$ cat config.mk
export PLATFORM = sky130hd
export DESIGN_NAME = multi_timer_table_with_rate_counter
export DESIGN_NICKNAME = d
export VERILOG_FILES = /design/src/design/mtt_pkg.sv /design/src/design/multi_timer_table_with_rate_counter.sv
export VERILOG_INCLUDE_DIRS = /design/src /design/src/design
export SDC_FILE = /design/constraint.sdc
export NUM_CORES = 2
export LEC_CHECK = 0
export ABC_AREA = 1
export ABC_CLOCK_PERIOD_IN_PS = 15650
export BUFFER_PORTS_ARGS = -buffer_cell sky130_fd_sc_hd__buf_2
export CELL_PAD_IN_SITES_DETAIL_PLACEMENT = 1
export CELL_PAD_IN_SITES_GLOBAL_PLACEMENT = 2
export CORE_MARGIN = 2
export CORE_UTILIZATION = 46
export CTS_BUF_LIST = sky130_fd_sc_hd__clkbuf_4 sky130_fd_sc_hd__clkbuf_8 sky130_fd_sc_hd__clkbuf_16
export CTS_CLUSTER_SIZE = 20
export DETAILED_ROUTE_END_ITERATION = 12
export PLACE_DENSITY_LB_ADDON = 0.08
export REMOVE_ABC_BUFFERS = 1
export SLEW_MARGIN = 20
export SYNTH_ARGS = -nofsm -noshare
export SYNTH_HDL_FRONTEND = slang
export SYNTH_SLANG_ARGS = --single-unit
$ cat constraint.sdc
create_clock -name clk_i -period 15.65 [get_ports clk_i]
set_input_delay 4.695 -clock clk_i [delete_from_list [all_inputs] [get_ports clk_i]]
set_output_delay 4.695 -clock clk_i [all_outputs]
set_load 0.02 [all_outputs]
$ cat src/design/multi_timer_table_with_rate_counter_macros.svh
// ----------------------------------------------------------------------------
// timer table assertion macros
// small wrappers so that assertions vanish in synthesis
// ----------------------------------------------------------------------------
`ifndef MULTI_TIMER_TABLE_WITH_RATE_COUNTER_MACROS_SVH
`define MULTI_TIMER_TABLE_WITH_RATE_COUNTER_MACROS_SVH
`ifndef SYNTHESIS
`define MTT_ASSERT(lbl, clk, rst_n, prop) \
  lbl: assert property (@(posedge clk) disable iff (!rst_n) (prop)) else $error("mtt check");
`define MTT_ASSERT_NEXT(lbl, clk, rst_n, pre, post) \
  lbl: assert property (@(posedge clk) disable iff (!rst_n) (pre) |=> (post)) \
    else $error("mtt check");
`else
`define MTT_ASSERT(lbl, clk, rst_n, prop)
`define MTT_ASSERT_NEXT(lbl, clk, rst_n, pre, post)
`endif
`endif

$ cat src/design/mtt_pkg.sv
// ----------------------------------------------------------------------------
// timer table package
// field widths, result kinds and operation codes
// ----------------------------------------------------------------------------
package mtt_pkg;
  localparam int unsigned MaxTimersDef = 32;
  localparam int unsigned IdBitsDef    = 16;
  localparam int unsigned TimeW        = 24;
  localparam int unsigned FrameW       = 25;
  localparam int unsigned CntW         = 16;

  localparam logic [FrameW-1:0] OneSec = FrameW'(65536);

  typedef enum logic [1:0] {
    OP_TICK   = 2'd0,
    OP_ADD    = 2'd1,
    OP_REMOVE = 2'd2,
    OP_NONE   = 2'd3
  } op_e;

  typedef enum logic [2:0] {
    KIND_FIRED    = 3'd0,
    KIND_TICK     = 3'd1,
    KIND_ADD_OK   = 3'd2,
    KIND_ADD_FULL = 3'd3,
    KIND_REMOVE   = 3'd4
  } kind_e;
endpackage

$ cat src/design/multi_timer_table_with_rate_counter.sv
// An add gives its result from the output register; a remove or a tick walks all
// slots, one slot a cycle, and then gives its last result. A tick's walk goes through the
// shared sum/compare unit and holds while a fired result is stalled; a remove's walk
// compares ids only. The next item is taken in the cycle after the last result
// transfer. One item at a time.
// Reset clears slot flags, id and rate counters at once; slot payload undefined.
// ----------------------------------------------------------------------------
// timer table with frame-rate counter
// ordered timer table advanced one slot a cycle, unless a fired result is stalled, by a shared adder/comparator
// ----------------------------------------------------------------------------
`include "multi_timer_table_with_rate_counter_macros.svh"
module multi_timer_table_with_rate_counter #(
  parameter int unsigned MAX_TIMERS = mtt_pkg::MaxTimersDef,
  parameter int unsigned ID_BITS    = mtt_pkg::IdBitsDef
) (
  input  logic        clk_i,
  input  logic        rst_ni,
  input  logic        in_valid_i,
  output logic        in_stall_o,
  input  logic [1:0]  operation_i,
  input  logic [23:0] delta_time_i,
  input  logic [23:0] interval_i,
  input  logic        repeat_req_i,
  input  logic [15:0] target_id_i,
  output logic        out_valid_o,
  input  logic        out_stall_i,
  output logic [2:0]  kind_o,
  output logic [15:0] timer_id_o,
  output logic [15:0] frame_rate_o,
  output logic        last_o
);
  import mtt_pkg::*;

  localparam int unsigned IdxW = $clog2(MAX_TIMERS + 1);
  localparam int unsigned SlW  = (MAX_TIMERS > 1) ? $clog2(MAX_TIMERS) : 1;

  localparam logic [2:0] S_IDLE = 3'd0;
  localparam logic [2:0] S_WALK = 3'd1;
  localparam logic [2:0] S_REM  = 3'd2;
  localparam logic [2:0] S_END  = 3'd3;
  localparam logic [2:0] S_OUT  = 3'd4;

  logic [2:0] state_q, state_d;

  // slot storage, compacted in place during the walk
  logic [MAX_TIMERS-1:0] used_q, pend_q, mark_q;
  logic                  rep_q    [MAX_TIMERS];
  logic [ID_BITS-1:0]    ident_q  [MAX_TIMERS];
  logic [TimeW-1:0]      period_q [MAX_TIMERS];
  logic [TimeW-1:0]      elap_q   [MAX_TIMERS];

  logic [ID_BITS-1:0] next_id_q;
  logic [CntW-1:0]    frames_q, rate_q;
  logic [FrameW-1:0]  felap_q;

  logic [IdxW-1:0]    rd_q, wr_q, cnt_q;
  logic [TimeW-1:0]   dt_q;
  logic [15:0]        tgt_q;

  // output register
  logic        ovalid_q, olast_q;
  logic [2:0]  okind_q;
  logic [15:0] oid_q, orate_q;

  logic in_acc, out_free;
  assign out_free   = !ovalid_q || !out_stall_i;
  assign in_acc     = in_valid_i && !in_stall_o;
  assign in_stall_o = (state_q != S_IDLE) || ovalid_q;

  // shared sum/compare unit on the slot under the read pointer
  logic [SlW-1:0]   rd_ix, wr_ix;
  logic [TimeW:0]   sum_w;
  logic [TimeW-1:0] sum_sat, sum_new;
  logic             rd_active, fire, drop;
  assign rd_ix     = rd_q[SlW-1:0];
  assign wr_ix     = wr_q[SlW-1:0];
  assign rd_active = used_q[rd_ix] && !pend_q[rd_ix];
  assign sum_w     = {1'b0, elap_q[rd_ix]} + {1'b0, dt_q};
  assign sum_sat   = sum_w[TimeW] ? {TimeW{1'b1}} : sum_w[TimeW-1:0];
  assign fire      = rd_active && (sum_sat >= period_q[rd_ix]);
  assign sum_new   = (fire && rep_q[rd_ix]) ? sum_sat - period_q[rd_ix] :
                     (rd_active ? sum_sat : elap_q[rd_ix]);
  assign drop      = rd_active && ((fire && !rep_q[rd_ix]) || mark_q[rd_ix]);

  logic walk_step;
  assign walk_step = (state_q == S_WALK) && (!fire || out_free);

  // rate counter next values
  logic [FrameW:0]   fsum;
  logic [FrameW-1:0] fsat;
  logic [CntW-1:0]   finc;
  assign fsum = {1'b0, felap_q} + {1'b0, FrameW'(delta_time_i)};
  assign fsat = fsum[FrameW] ? {FrameW{1'b1}} : fsum[FrameW-1:0];
  assign finc = (frames_q == {CntW{1'b1}}) ? frames_q : frames_q + CntW'(1);

  // sequencer
  always_comb begin
    state_d = state_q;
    unique case (state_q)
      S_IDLE: if (in_acc) begin
        unique case (op_e'(operation_i))
          OP_TICK:   state_d = S_WALK;
          OP_REMOVE: state_d = S_REM;
          OP_ADD:    state_d = S_IDLE;
          default:   state_d = S_IDLE;
        endcase
      end
      S_WALK: if (walk_step && rd_q == IdxW'(MAX_TIMERS - 1)) state_d = S_END;
      S_REM:  if (rd_q == IdxW'(MAX_TIMERS - 1)) state_d = S_OUT;
      S_END:  if (out_free) state_d = S_IDLE;
      S_OUT:  if (out_free) state_d = S_IDLE;
      default: state_d = S_IDLE;
    endcase
  end

  // control registers
  always_ff @(posedge clk_i or negedge rst_ni) begin
    if (!rst_ni) begin
      state_q   <= S_IDLE;
      used_q    <= '0;
      pend_q    <= '0;
      mark_q    <= '0;
      next_id_q <= '0;
      frames_q  <= '0;
      rate_q    <= '0;
      felap_q   <= '0;
      rd_q      <= '0;
      wr_q      <= '0;
      cnt_q     <= '0;
      ovalid_q  <= 1'b0;
    end else begin
      state_q <= state_d;
      if (ovalid_q && !out_stall_i) ovalid_q <= 1'b0;
      unique case (state_q)
        S_IDLE: if (in_acc) begin
          rd_q <= '0;
          wr_q <= '0;
          unique case (op_e'(operation_i))
            OP_TICK: begin
              if (fsat >= OneSec) begin
                rate_q   <= finc;
                felap_q  <= fsat - OneSec;
                frames_q <= '0;
              end else begin
                felap_q  <= fsat;
                frames_q <= finc;
              end
            end
            OP_ADD: begin
              ovalid_q <= 1'b1;
              if (cnt_q < IdxW'(MAX_TIMERS)) begin
                used_q[cnt_q[SlW-1:0]] <= 1'b1;
                pend_q[cnt_q[SlW-1:0]] <= 1'b1;
                mark_q[cnt_q[SlW-1:0]] <= 1'b0;
                cnt_q     <= cnt_q + IdxW'(1);
                next_id_q <= next_id_q + ID_BITS'(1);
              end
            end
            OP_REMOVE: ;
            default: ;
          endcase
        end
        S_WALK: if (walk_step) begin
          rd_q <= rd_q + IdxW'(1);
          if (fire) ovalid_q <= 1'b1;
          if (used_q[rd_ix] && !drop) begin
            used_q[wr_ix] <= 1'b1;
            pend_q[wr_ix] <= 1'b0;
            mark_q[wr_ix] <= 1'b0;
            wr_q <= wr_q + IdxW'(1);
          end
          if (wr_ix != rd_ix || !used_q[rd_ix] || drop) begin
            used_q[rd_ix] <= (used_q[rd_ix] && !drop) && (wr_ix == rd_ix);
            pend_q[rd_ix] <= 1'b0;
            mark_q[rd_ix] <= 1'b0;
          end
        end
        S_REM: begin
          rd_q <= rd_q + IdxW'(1);
          if (rd_active && 32'(ident_q[rd_ix]) == 32'(tgt_q)) mark_q[rd_ix] <= 1'b1;
        end
        S_END: begin
          cnt_q <= wr_q;
          if (out_free) ovalid_q <= 1'b1;
        end
        S_OUT: if (out_free) ovalid_q <= 1'b1;
        default: ;
      endcase
    end
  end

  // slot payload and output payload
  always_ff @(posedge clk_i) begin
    if (state_q == S_IDLE && in_acc) begin
      dt_q  <= delta_time_i;
      tgt_q <= target_id_i;
      olast_q <= 1'b1;
      orate_q <= '0;
      oid_q   <= '0;
      if (op_e'(operation_i) == OP_ADD) begin
        if (cnt_q < IdxW'(MAX_TIMERS)) begin
          okind_q <= KIND_ADD_OK;
          oid_q   <= 16'(next_id_q);
          rep_q[cnt_q[SlW-1:0]]    <= repeat_req_i;
          ident_q[cnt_q[SlW-1:0]]  <= next_id_q;
          period_q[cnt_q[SlW-1:0]] <= interval_i;
          elap_q[cnt_q[SlW-1:0]]   <= '0;
        end else begin
          okind_q <= KIND_ADD_FULL;
        end
      end else begin
        okind_q <= KIND_REMOVE;
      end
    end
    if (walk_step) begin
      if (fire) begin
        okind_q <= KIND_FIRED;
        oid_q   <= 16'(ident_q[rd_ix]);
        orate_q <= '0;
        olast_q <= 1'b0;
      end
      if (used_q[rd_ix] && !drop) begin
        rep_q[wr_ix]    <= rep_q[rd_ix];
        ident_q[wr_ix]  <= ident_q[rd_ix];
        period_q[wr_ix] <= period_q[rd_ix];
        elap_q[wr_ix]   <= sum_new;
      end
    end
    // tick done waits until the last fired result has left
    if (state_q == S_END && out_free) begin
      okind_q <= KIND_TICK;
      oid_q   <= '0;
      orate_q <= rate_q;
      olast_q <= 1'b1;
    end
  end

  assign out_valid_o  = ovalid_q;
  assign kind_o       = okind_q;
  assign timer_id_o   = oid_q;
  assign frame_rate_o = orate_q;
  assign last_o       = olast_q;

  // checks
  `MTT_ASSERT(a_cnt_range, clk_i, rst_ni, cnt_q <= IdxW'(MAX_TIMERS))
  `MTT_ASSERT(a_wr_behind, clk_i, rst_ni, wr_q <= rd_q)
  `MTT_ASSERT_NEXT(a_held, clk_i, rst_ni, ovalid_q && out_stall_i, ovalid_q && $stable(okind_q))
endmodule

### Yosys cells after proc, flatten, opt, wreduce, memory -nomap -nowiden

Memory sizes are Yosys's and may differ from the RTL's.
Index checks and enable logic that the tools add are counted.

| storage, ports and cells | value |
|---|---|
| register bits | 267 |
| bits in writable memories | 2080 |
| input port bits | 71 |
| output and inout port bits | 38 |
| word-level logic and storage cells | 230 |
| memories | 4 |

| operators by class | value |
|---|---|
| $add $sub $neg | 9 |
| order comparisons | 9 |
| eq/ne operators | 20 |
| mux-type cells | 107 |
| bitwise logic cells | 12 |
| reductions and logical operators | 51 |

Memory list:

| name | words | width | rd ports | clocked after memory_dff | wr ports | RTL line | text |
|---|---|---|---|---|---|---|---|
| elap_q | 32 | 24 | 1 | 0 | 1 | multi_timer_table_with_rate_counter.sv:50 | `logic [TimeW-1:0] elap_q [MAX_TIMERS];` |
| period_q | 32 | 24 | 1 | 0 | 1 | multi_timer_table_with_rate_counter.sv:49 | `logic [TimeW-1:0] period_q [MAX_TIMERS];` |
| ident_q | 32 | 16 | 1 | 0 | 1 | multi_timer_table_with_rate_counter.sv:48 | `logic [ID_BITS-1:0] ident_q [MAX_TIMERS];` |
| rep_q | 32 | 1 | 1 | 0 | 1 | multi_timer_table_with_rate_counter.sv:47 | `logic rep_q [MAX_TIMERS];` |

Operators with widths:

| cell | count |
|---|---|
| 32-bit 2-to-1 mux | 25 |
| 16-bit 2-to-1 mux | 12 |
| 32-bit bitwise AND | 5 |
| 32-bit bitwise OR | 4 |
| 32-bit case mux with 2 select lines | 2 |
| 24-bit 2-to-1 mux | 5 |
| 32-bit NOT | 3 |
| 32-bit case mux with 3 select lines | 1 |
| 25-bit 2-to-1 mux | 2 |
| 24-bit OR reduction | 2 |
| 6-bit 2-to-1 mux | 7 |
| 16-bit by 1-bit adder with 16-bit output, second input constant | 2 |
| 32-bit bitwise mux | 1 |
| 1-bit 2-to-1 mux | 28 |
| 25-bit by 24-bit adder with 26-bit output | 1 |
| 24-bit by 24-bit adder with 25-bit output | 1 |
| 25-bit by 17-bit >= comparator with 1-bit output, second input constant | 1 |
| 25-bit by 17-bit subtractor with 25-bit output, second input constant | 1 |
| 24-bit >= comparator | 1 |
| 3-bit 2-to-1 mux | 8 |
| 6-bit case mux with 2 select lines | 2 |
| 24-bit subtractor | 1 |
| 5-bit 2-to-1 mux | 4 |
| 4-bit AND reduction | 5 |
| 35 further kinds | 84 |

### Depth between registers and ports, before layout

| depth | value |
|---|---|
| word-level depth | 17 |
| depth in mapped cells | 44 |
| mapped depth without buffers | 35 |

### Worst setup path after synthesis

OpenSTA, ideal clock, no wires.

| timing | value |
|---|---|
| path kind | reg-to-reg |
| start | register rd_q[0] |
| end | memory elap_q[13][0], enable pin |
| setup time | 0.488 ns |
| data arrival time | 8.504 ns |
| data required time | 15.162 ns |
| slack | 6.658 ns |
| stages on the path, launching flop included | 43 |
| buffers on the path | 10 |
| clock period less this slack | 8.992 ns |
| cells stage by stage | dfrtp_1 > buf_6 > buf_4 > buf_6 > buf_6 > buf_6 > buf_4 > buf_2 > buf_2 > o21ai_0 > o22ai_1 > nand2_1 > nand4_1 > nor2_1 > inv_1 > ha_1 > fa_1 > nand3_1 > [7 not listed] > nand3_1 > ha_1 > a21oi_1 > o21ai_0 > nand2_1 > nand2_1 > nand2_1 > nand3_1 > nand3_1 > nand2_1 > nand2_2 > nand2_2 > nor2_4 > buf_4 > nand2_1 > nand2_2 > nand3_2 > nor2_1 |

| between the ends | value |
|---|---|
| cells in the longest elaborated chain, start to end | 15 |
| elaborated cells on any way between the ends | 30 |
| classes of those cells | add/sub (1); order compare (1); mux (12); reduce/logical (13); memory (3) |

Ends and longest elaborated chain:

| item | RTL line | text |
|---|---|---|
| from (decl) | multi_timer_table_with_rate_counter.sv:56 | `logic [IdxW-1:0] rd_q, wr_q, cnt_q;` |
| from (signal assigned) | multi_timer_table_with_rate_counter.sv:164 | `rd_q <= rd_q + IdxW'(1);` |
| from (signal assigned) | multi_timer_table_with_rate_counter.sv:179 | `rd_q <= rd_q + IdxW'(1);` |
| memory read 32 x 24 bit / 1-bit binary-select mux with 5-bit select (equally long branches) | n/a |  |
| 24-bit by 24-bit adder with 25-bit output / 1-bit 2-to-1 mux (equally long branches) | multi_timer_table_with_rate_counter.sv:78, multi_timer_table_with_rate_counter.sv:77 |  |
| 24-bit 2-to-1 mux / 1-bit zero test (equally long branches) | multi_timer_table_with_rate_counter.sv:79, multi_timer_table_with_rate_counter.sv:77 |  |
| 24-bit >= comparator / 1-bit logical AND (equally long branches) | multi_timer_table_with_rate_counter.sv:80, multi_timer_table_with_rate_counter.sv:77 |  |
| 1-bit logical AND | multi_timer_table_with_rate_counter.sv:80 | `assign fire = rd_active && (sum_sat >= period_q[rd_ix]);` |
| 1-bit logical AND | multi_timer_table_with_rate_counter.sv:83 | `assign drop = rd_active && ((fire && !rep_q[rd_ix]) \|\| mark_q[rd_ix]);` |
| 1-bit logical OR | multi_timer_table_with_rate_counter.sv:83 |  |
| 1-bit logical AND | multi_timer_table_with_rate_counter.sv:83 |  |
| 1-bit zero test | multi_timer_table_with_rate_counter.sv:222 | `if (used_q[rd_ix] && !drop) begin` |
| 1-bit logical AND | multi_timer_table_with_rate_counter.sv:222 |  |
| 1-bit 2-to-1 mux | multi_timer_table_with_rate_counter.sv:222 |  |
| 1-bit 2-to-1 mux * | multi_timer_table_with_rate_counter.sv:215 | `if (walk_step) begin` |
| 1-bit 2-to-1 mux (implied by the code) * | multi_timer_table_with_rate_counter.sv:226 | `elap_q[wr_ix] <= sum_new;` |
| 24-bit OR reduction (no source line) | n/a |  |
| 5-bit 2-to-1 mux (no source line) / 1-bit 2-to-1 mux (equally long branches) | n/a |  |
| to (decl) | multi_timer_table_with_rate_counter.sv:50 |  |

Every way passes the cells marked *; elsewhere a longest branch is shown, timed or not. The select of a mux whose other input is x is not followed.

### Final worst setup path

| timing | value |
|---|---|
| start | register rd_q[1] |
| end | memory elap_q[24][2], enable pin |

The elaborated chain is that of the path after synthesis.

==> impl_results.md <==
* Int Pwr at 14.54 mW
* Slew headroom at 0.2187
* CP max FO at between 100 and 150
* Final core occ at 0.5222
* Clock Latency Late Sink at just over 0.9 ns
* Post-placement cell count at 12086
* Clock buffer depth at 4
* TritonCTS sink count at about 2300
* CTS tree: yes
* Power share of the combinational group at 0.424
* Layout area overhead at 12.70%
* Worst setup SP type: register
* Port bufs at 108
* Core area at 220200 um2
* Cell Area, Synth at 102000 um2
* Setup ws final at between 3 and 4 ns
* Fraction of power spent switching nets at 0.4269
* Power after layout at 25.37 mW
* I/O Pins at 109
* # DRC at 0
* Setup crit end kind: register
* Slowest stage cell, crit path: dfrtp_4
* RSZ-0062 raised after global routing: no
* Pwr dens at 220.7 nW/um2
* Finished Layout Cells at 12564
* Final hold viol count at 0
* Max Cap Viol at 0
* Most used DFF post-synth: edfxtp_1
* Post-Synth XOR/XNOR Area at 0.004894
* Final instance area at 115000 um2
* Synth Area in Compound Gates at 0.1118
* Period minus WS final at 12.20 ns
* 1st-iter DRT viols at 7476
* Seq/Total Area, Yosys at 0.6779
* Global placer's final weighted congestion at approximately 0.9
* Number of global-route vias before repair at 75681
* Post-Route Setup TNS at 0 ns
* Hold slack at 0.4645 ns
* Die area at around 230000 um2
* Most common cell after layout, fill and taps aside: edfxtp_1
* Highest Clock Rate at approximately 82 MHz
* Flop pwr share at 0.330
* Synth area leaders: edfxtp_1, nand2_1, o21ai_0
* WL final at ~360000 um
* Adder-cell area share of the yosys netlist at 0.01138
* Total GRT Usage at 0.3122
* Worst hold path class: reg2reg
* Max-slew violation count at 0
* DR WL/cell at around 28 um
* Htree depth at 5
* Synth top area share at 0.6240
* Synth unique cells at 59
* Clock Power Share at 0.246
* Post-Synth Simple-Gate Area at 0.1516
* Post-CTS Setup Bufs at 0
* # fillers at 23099
* Tcrit/Tclk final at 0.7798
* Placement-stage cell area at 106200 um2
* Starting Density at 0.4634
* Gate count after technology mapping at 9360
* Clk_skew at 0.06086 ns
* FF-to-FF setup slack at 3.45 ns
* Main combinational cell family by area after synthesis: simple AND/OR/NAND/NOR gates
* Reg clk slew, reported paths at 0.06 ns
* Total grt overflow at 0
* Hold-fix buffers, CTS at 0
* Mux cell area share after synthesis at 0.0002943
* Top cell type by total area after synthesis: edfxtp_1
* Syn avg cell area at 10.90 um2
* Dpl hpwl at 205800 um
* Final setup viols at 0
* Place WS at approximately 3.7 ns
* Routed Antenna Nets at 0
* DRT Pass-1 Iters at 5
* DR vias at 74879
* Antenna violations before repair at 8
* Die Ht at approximately 470 um
* WP buf/inv at 8
* Syn. warnings at 0
* Max IR drop VDD at 0.1821 mV
* Asr flop ratio synth at 0.08138
* Crit Path Class: reg2reg
* Fin nets at 9575
* Status: finished, final reports clean
* Post_cts resized at 0
* Seq cells post-synth at roughly 2300
* EDFF count, synth at 2120
* Worst path arrival time at 12.72 ns
* Cell family contributing the most delay on the critical path: simple AND/OR/NAND/NOR gates
* Share of post-route cells with drive strength above 1 at 0.08997
* Sw Pwr at 10.83 mW
* Worst path most repeated cell: nand2_1
* Worst slew pin tran at 1.169 ns
* Global-route wire length before repair at 518400 um
* Max stage delay on crit path at between 0.8 and 0.9 ns
* Worst Path Required at roughly 16 ns
* Clock Tree Root: clkbuf_16
* TritonCTS buffer count at 276
* Commonest cells after routing, fill and taps aside: edfxtp_1, nand2_1, nor2_1
* Via/cell ratio at slightly below 6
* Largest net degree at the start of global routing at 186
* Die Wd at 474.9 um
* Rows at 172
* Static leakage at 42.16 nW
## sequential cells by signal, summed over array words and instances, names as in the netlist, 16 cells and up
signal and cells:
next_id_q 16, pend_q 32, period_q 768, tgt_q 16
rep_q 32, elap_q 768, timer_id_o 16, felap_q 25
ident_q 512, frames_q 16, rate_q 16, frame_rate_o 16
dt_q 24, mark_q 32, used_q 32
## synthesized netlist by cell type (24+ instances only)
cell	count
edfxtp_1	2120
nand2_1	1876
nor2_1	1364
o21ai_0	1102
inv_1	491
o22ai_1	423
nand3_1	355
clkbuf_1	280
dfrtp_1	191
buf_2	188
a21oi_1	144
ha_1	88
nand4_1	86
a22o_1	62
o21ai_1	61
nor3_1	60
o211ai_1	49
xor2_1	39
dfxtp_1	36
o21a_1	32
buf_4	25
a221o_1	24
## metal layers
layer	share of wire	GRT usage
met1	0.43	0.4371
met2	0.47	0.5054
met3	0.061	0.03718
met4	0.037	0.1063
met5	0.000025	0
## cell type report
cell class	instances	area [um2]	area share
Clock buffer	333	7447	0.06477
Timing Repair Buffer	304	2344	0.02038
Sequential cell	2347	69170	0.6016
Multi-Input combinational cell	5983	29240	0.2543
Inverter	501	1896	0.01649
Antenna cell	3	7.507	0.00006529
Tap cell	2958	3701	0.03219
Clock inverter	135	1170	0.01018
## power groups by stage
stage / Sequential (mW) / Combinational [mW] / Clock [mW]
2_1_floorplan: 8.76 / 6.47 / 0
4_1_cts: 8.38 / 10.6 / 6.33
6_report: 8.38 / 10.7 / 6.25
5_1_grt: 8.41 / 11.7 / 6.55
3_3_place_gp: 8.49 / 10.4 / 0
3_5_place_dp: 8.50 / 10.6 / 0
## cells by family after synthesis
group	after synthesis
compound gates	2005
flops	2347
fa+ha+maj	91
xor+xnor	57
simple gates	3827
mux	3
buf+inv	1030
## worst reg2reg max path: cells and delay by family (launching register included)
kind | cells | cell delay, ns
flip-flops | 1 | 0.87
AND/OR/NAND/NOR | 19 | 4.82
adder cells (fa/ha/maj) | 2 | 0.75
AO/OA/AOI/OAI | 7 | 1.29
buffers and inverters | 8 | 4.08
## path summary, 6_finish.rpt
kind | startpoint | endpoint | cells after the start
worst max-delay path | rd_q[1] | elap_q[24][2] | 36
min in group asynchronous | rst_ni | next_id_q[11] | 1
worst min register to register | frame_rate_o[12] | frame_rate_o[12] | 2
worst min-delay path | frame_rate_o[12] | frame_rate_o[12] | 2
worst max register to register | rd_q[1] | elap_q[24][2] | 36
max in group asynchronous | rst_ni | frames_q[5] | 3
No activity file was read; power rests on OpenSTA's default activity.
